===== config.mk =====
export PLATFORM = sky130hd
export DESIGN_NAME = sswc_front
export DESIGN_NICKNAME = d
export VERILOG_FILES = /design/src/hw/rtl/sswc_pkg.sv /design/src/hw/rtl/sswc_front.sv
export SDC_FILE = /design/constraint.sdc
export NUM_CORES = 1
export LEC_CHECK = 0
export BUFFER_PORTS_ARGS = -buffer_cell sky130_fd_sc_hd__buf_2
export CAP_MARGIN = 40
export CORE_AREA = 2 2 232 234
export DETAILED_ROUTE_END_ITERATION = 16
export DIE_AREA = 0 0 234 236
export PLACE_DENSITY = 0.7
export SKIP_CTS_REPAIR_TIMING = 1
export SYNTH_ARGS = -nofsm -noshare
export SYNTH_HDL_FRONTEND = slang
export SYNTH_SLANG_ARGS = --single-unit

===== constraint.sdc =====
create_clock -name clk -period 21.1 [get_ports clk]
set_clock_uncertainty 0.05 [all_clocks]
set_input_delay 2.11 -clock clk [delete_from_list [all_inputs] [get_ports clk]]
set_output_delay 2.11 -clock clk [all_outputs]
set_load 0.01 [all_outputs]

===== src/hw/rtl/sswc_pkg.sv =====
// ----------------------------------------------------------------------------
// sswc_pkg: shared types and constants
// Widths, register indexes, op codes and the result type.
// ----------------------------------------------------------------------------
package sswc_pkg;

  localparam int unsigned COORD_WIDTH_DEF     = 32;
  localparam int unsigned FRAC_BITS_DEF       = 16;
  localparam int unsigned GROW_START_STEP_DEF = 10;

  localparam int unsigned RAD_W  = 31;
  localparam int unsigned CFG_W  = 32;
  localparam int unsigned IDX_W  = 3;

  localparam logic [IDX_W-1:0] REG_CENTER_X = 3'd0;
  localparam logic [IDX_W-1:0] REG_CENTER_Y = 3'd1;
  localparam logic [IDX_W-1:0] REG_CENTER_Z = 3'd2;
  localparam logic [IDX_W-1:0] REG_OUTER    = 3'd3;
  localparam logic [IDX_W-1:0] REG_THICK    = 3'd4;
  localparam logic [IDX_W-1:0] REG_CUTOFF   = 3'd5;
  localparam logic [IDX_W-1:0] REG_GROWTH   = 3'd6;
  localparam logic [IDX_W-1:0] REG_INTERIOR = 3'd7;

  localparam logic OP_POINT = 1'b0;
  localparam logic OP_TICK  = 1'b1;

  typedef struct packed {
    logic                in_shell;
    logic                has_contact;
    logic [RAD_W-1:0]    contact_distance;
    logic signed [31:0]  offset_x;
    logic signed [31:0]  offset_y;
    logic signed [31:0]  offset_z;
    logic signed [31:0]  wall_radius;
    logic                wall_side;
  } result_t;

endpackage


===== src/hw/rtl/sswc_front.sv =====
// ----------------------------------------------------------------------------
// sswc_front: input stage and classifier
// Accepts items, forms the center offset and effective radii, runs ticks,
// and pushes point jobs (or tick marks) into a two-entry queue.
// ----------------------------------------------------------------------------
module sswc_front import sswc_pkg::*; #(
  parameter int unsigned CW  = COORD_WIDTH_DEF,
  parameter int unsigned GSS = GROW_START_STEP_DEF
) (
  input  logic                 clk,
  input  logic                 rst_n,
  input  logic                 in_valid,
  output logic                 in_ready,
  input  logic                 in_op,
  input  logic signed [CW-1:0] in_x,
  input  logic signed [CW-1:0] in_y,
  input  logic signed [CW-1:0] in_z,
  input  logic signed [CW-1:0] cx,
  input  logic signed [CW-1:0] cy,
  input  logic signed [CW-1:0] cz,
  input  logic [RAD_W-1:0]     outer,
  input  logic [RAD_W-1:0]     thick,
  input  logic signed [31:0]   growth,
  output logic                 q_valid,
  input  logic                 q_pop,
  output logic                 q_tick,
  output logic signed [CW:0]   q_dx,
  output logic signed [CW:0]   q_dy,
  output logic signed [CW:0]   q_dz,
  output logic [RAD_W-1:0]     q_rin,
  output logic [RAD_W-1:0]     q_rout
);
  localparam int unsigned SC_W = $clog2(GSS + 2);
  localparam int unsigned EW   = 1 + 3 * (CW + 1) + 2 * RAD_W;

  logic signed [31:0] goff_r, goff_nxt;
  logic [SC_W-1:0]    sc_r, sc_nxt;
  logic [EW-1:0]      qd_r [2];
  logic [1:0]         qv_r, qv_nxt;
  logic               wp_r, rp_r;
  logic               push;
  logic signed [33:0] gsum, ro_s, ri_s;
  logic [RAD_W-1:0]   ro, ri;
  logic [EW-1:0]      ent;

  assign in_ready = ~qv_r[wp_r];
  assign push     = in_valid & in_ready;

  always_comb begin
    ro_s = 34'(signed'({1'b0, outer})) + 34'(goff_r);
    ri_s = ro_s - 34'(signed'({1'b0, thick}));
    ro = ro_s[33] ? '0 : (|ro_s[32:31] ? {RAD_W{1'b1}} : ro_s[RAD_W-1:0]);
    ri = ri_s[33] ? '0 : (|ri_s[32:31] ? {RAD_W{1'b1}} : ri_s[RAD_W-1:0]);
    ent = {in_op, (CW+1)'(in_x) - (CW+1)'(cx), (CW+1)'(in_y) - (CW+1)'(cy),
           (CW+1)'(in_z) - (CW+1)'(cz), ri, ro};
  end

  always_comb begin
    sc_nxt   = sc_r;
    goff_nxt = goff_r;
    gsum     = 34'(goff_r) + 34'(growth);
    if (push && in_op == OP_TICK) begin
      if (sc_r < SC_W'(GSS + 1)) sc_nxt = sc_r + 1'b1;
      if (sc_nxt > SC_W'(GSS)) begin
        if (gsum > 34'sd2147483647) goff_nxt = 32'sh7fffffff;
        else if (gsum < -34'sd2147483648) goff_nxt = 32'sh80000000;
        else goff_nxt = gsum[31:0];
      end
    end
  end

  always_comb begin
    qv_nxt = qv_r;
    if (push) qv_nxt[wp_r] = 1'b1;
    if (q_pop) qv_nxt[rp_r] = 1'b0;
  end

  always_ff @(posedge clk) begin
    if (!rst_n) begin
      goff_r <= '0;
      sc_r   <= '0;
      qv_r   <= '0;
      wp_r   <= 1'b0;
      rp_r   <= 1'b0;
    end else begin
      goff_r <= goff_nxt;
      sc_r   <= sc_nxt;
      qv_r   <= qv_nxt;
      if (push) wp_r <= ~wp_r;
      if (q_pop) rp_r <= ~rp_r;
    end
  end

  always_ff @(posedge clk) begin
    if (push) qd_r[wp_r] <= ent;
  end

  assign q_valid = qv_r[rp_r];
  assign {q_tick, q_dx, q_dy, q_dz, q_rin, q_rout} = qd_r[rp_r];

  a_pop_valid: assert property (@(posedge clk) disable iff (!rst_n)
    q_pop |-> q_valid) else $error("pop from empty queue");
  a_full_stall: assert property (@(posedge clk) disable iff (!rst_n)
    (qv_r == 2'b11) |-> !in_ready) else $error("accept while queue full");
  a_sc_sat: assert property (@(posedge clk) disable iff (!rst_n)
    sc_r <= SC_W'(GSS + 1)) else $error("step count past limit");
endmodule


==> metrics <==
Mapped Nets=2662; Seq/Total Area, Yosys=0.450; Die Y=236 um; port bufs=454; crit path max-delay cell type=a22o_2; Max-Slew Margin vs Limit=0.444; Detailed Route WL=62400 um; Crit path largest cell delay=0.48 ns; routability congestion estimate=0.917; initial DRC count=between 1000 and 1500; Worst Reg-to-Reg Cells=20; HP Start=sc_r[1]; CP max FO=30; Vias=18400; # IOs=455; maximum clock frequency=about 140 MHz; initial antenna violation count=9; total CTS buffers=43; Critical Path AT=7.16 ns; synthesis-to-finish area growth=19.1%; most frequent cell after synthesis=edfxtp_1; fin. max-slew vios=0; worst skew pair latency=0.57 ns; FF-to-FF Start=goff_r[0]; vias in the first global route=18100; CP top delay family=compound AO/OA/AOI/OAI gates; final instance area=27900 sq um; DP Wirelength=47600 um; worst path bufs/invs=1; post-route ant nets=0; drt wl/cell=18.5 um; Critical Path End Type=flip-flop; first-pass GRT wire length=95700 um; worst path cell trace=buf_2 > ha_1 > fa_1 > a21o_1 > a221oi_1 > o2bb2ai_1 > o21ai_1 > a21o_1 > a21oi_1 > xnor2_1 > ha_1 > and3_1 > and3_1 > a22oi_1 > o211ai_1 > a21oi_1 > o211a_1 > o21ai_0 > a31o_2 > a22o_2 > o21a_1; top cells by count, synth=324 x edfxtp_1, 194 x a21oi_1, 191 x ha_1, 176 x inv_1, 163 x mux2_2; DR vias/cell=about 5.5; RSZ-0062 raised after global routing=false; reg-to-reg endpoint=qd_r[1][53]; fin crit period=just under 7 ns; Yosys top cell area share=0.415; # rows=85; final setup vio count=0; DRC=0; Clock Sinks=between 300 and 400; Placement Cell Area=26500 sq um; Clock Tree Buf Depth=3; top post-synthesis cells by area=edfxtp_1 42%, ha_1 10%, mux2_2 7.8%; #FFs+latches synth=about 370; leakage power=~12 nW; peak supply drop=79.6 uV; grt ovf=0; post-synth cell types=between 70 and 80; multi-input logic area=12000 sq um; Setup TNS Final=0 ns; Syn Area/Cell=10.8 sq um; period utilization=0.327; Least-Margin Pin Slew=0.834 ns; ys flop type=edfxtp_1; critical path required time=approximately 21 ns; fill cell count=4699; Syn Std Cell Area=23400 sq um; Async S/R FF share, synth=0; CP Launch Point=outer[0]; max-capacitance violation count=0; Yosys top cell by area=edfxtp_1; fraction of layout cells with a size suffix above 1=0.272; hold endpoint=sc_r[1]; Setup crit start kind=input pin; status=finished clean; root buf cell=clkbuf_16; Cell Pwr Density=between 70 and 80 nW/um^2; Hold WC Path Type=flip-flop to flip-flop; CTS tree=done; Reg clk slew, reported paths=0.06 ns; H-tree lvl count=2; Core Area=around 53000 sq um; CP Class=input pin to flip-flop; endpoints failing hold=0; Total GRT Usage=0.219; WHS Path Cells=2; number of flops mapped to enable cells by yosys=324; starting density of the core=0.441; pin count of the biggest net entering global routing=62; register area=10600 sq um; Syn. warnings=0; Die Footprint=55200 sq um; Die W=234 um; drt first pass iters=5; R2R Setup Slk=15.51 ns; Final Net Count=3118; Synth Instances=2174
## layout by cell type (no fill, tap or decap), types with 95 or more instances in the layout
cell type  count
a21oi_1      194
buf_2        454
edfxtp_1     324
ha_1         191
inv_1        176
mux2_2       163
nor2_1       118
o21a_1        95
o21ai_0       99
xnor2_1      114
## routing by layer
layer,vias up,GRT usage,share of wire
met1,8755,0.282,0.43
li1,8961,-,-
met4,2,0.0700,0.028
met3,112,0.0413,0.062
met2,550,0.370,0.48
met5,-,0,0.00019
## report_power, final
| group | switching, mW | internal (mW) | leakage [nW] |
|---|---|---|---|
| sequential | 0.0177 | 0.879 | 3.37 |
| clock | 0.296 | 0.419 | 0.648 |
| combinational | 0.276 | 0.209 | 8.17 |
## logic make-up after synthesis
| family | Yosys count | synth area share |
|---|---|---|
| AOI/OAI and AO/OA | 650 | 0.180 |
| and+or+nand+nor | 390 | 0.0801 |
| DFF | 365 | 0.450 |
| buffers and inverters | 236 | 0.0393 |
| adders and majority gates | 197 | 0.107 |
| xor gates and xnor gates | 172 | 0.0646 |
| muxes | 164 | 0.0788 |
## area by class of cell
cell class | count | area share
tap | 696 | 0.0312
timing repair buffer | 471 | 0.0883
inverter | 176 | 0.0237
clock inverter | 23 | 0.00772
antenna | 8 | 0.000718
clock buffer | 52 | 0.0406
sequential | 365 | 0.378
multi-input combinational | 1573 | 0.429
## sequential cells by signal, indices dropped and copies added, names as in the netlist, named ones only
name	count
qv_r	2
qd_r	324
rp_r	1
wp_r	1
sc_r	4
goff_r	32
## worst max-delay path by stage
stage / end / slack [ns] / cells past startpoint
floorplan: qv_r[0] / 5.57 / 2
global placement: qd_r[0][61] / 13.43 / 21
detailed placement: qd_r[0][53] / 13.64 / 21
CTS: qd_r[1][53] / 14.25 / 21
global route: qd_r[1][53] / 13.82 / 21
finish: qd_r[1][53] / 14.20 / 21
## per-stage QoR
stage	util	hold slack [ns]	power, mW	setup slack, ns	instances
finish	0.526	0.489	2.10	14.20	3364
global route	0.525	0.524	2.19	13.82	3363
CTS	0.525	0.489	2.12	14.25	3356
detailed placement	0.500	0.480	1.39	13.64	3281
global placement	0.498	0.451	1.38	13.43	3276
floorplan	-	0.436	1.24	5.57	2174
## tightest hold or removal path, cell delays in order, from the launching register on
cell	delay, ns
dfxtp_1	0.35
nand2_1	0.07
a21boi_0	0.07
(Power assumes the default switching activity.)
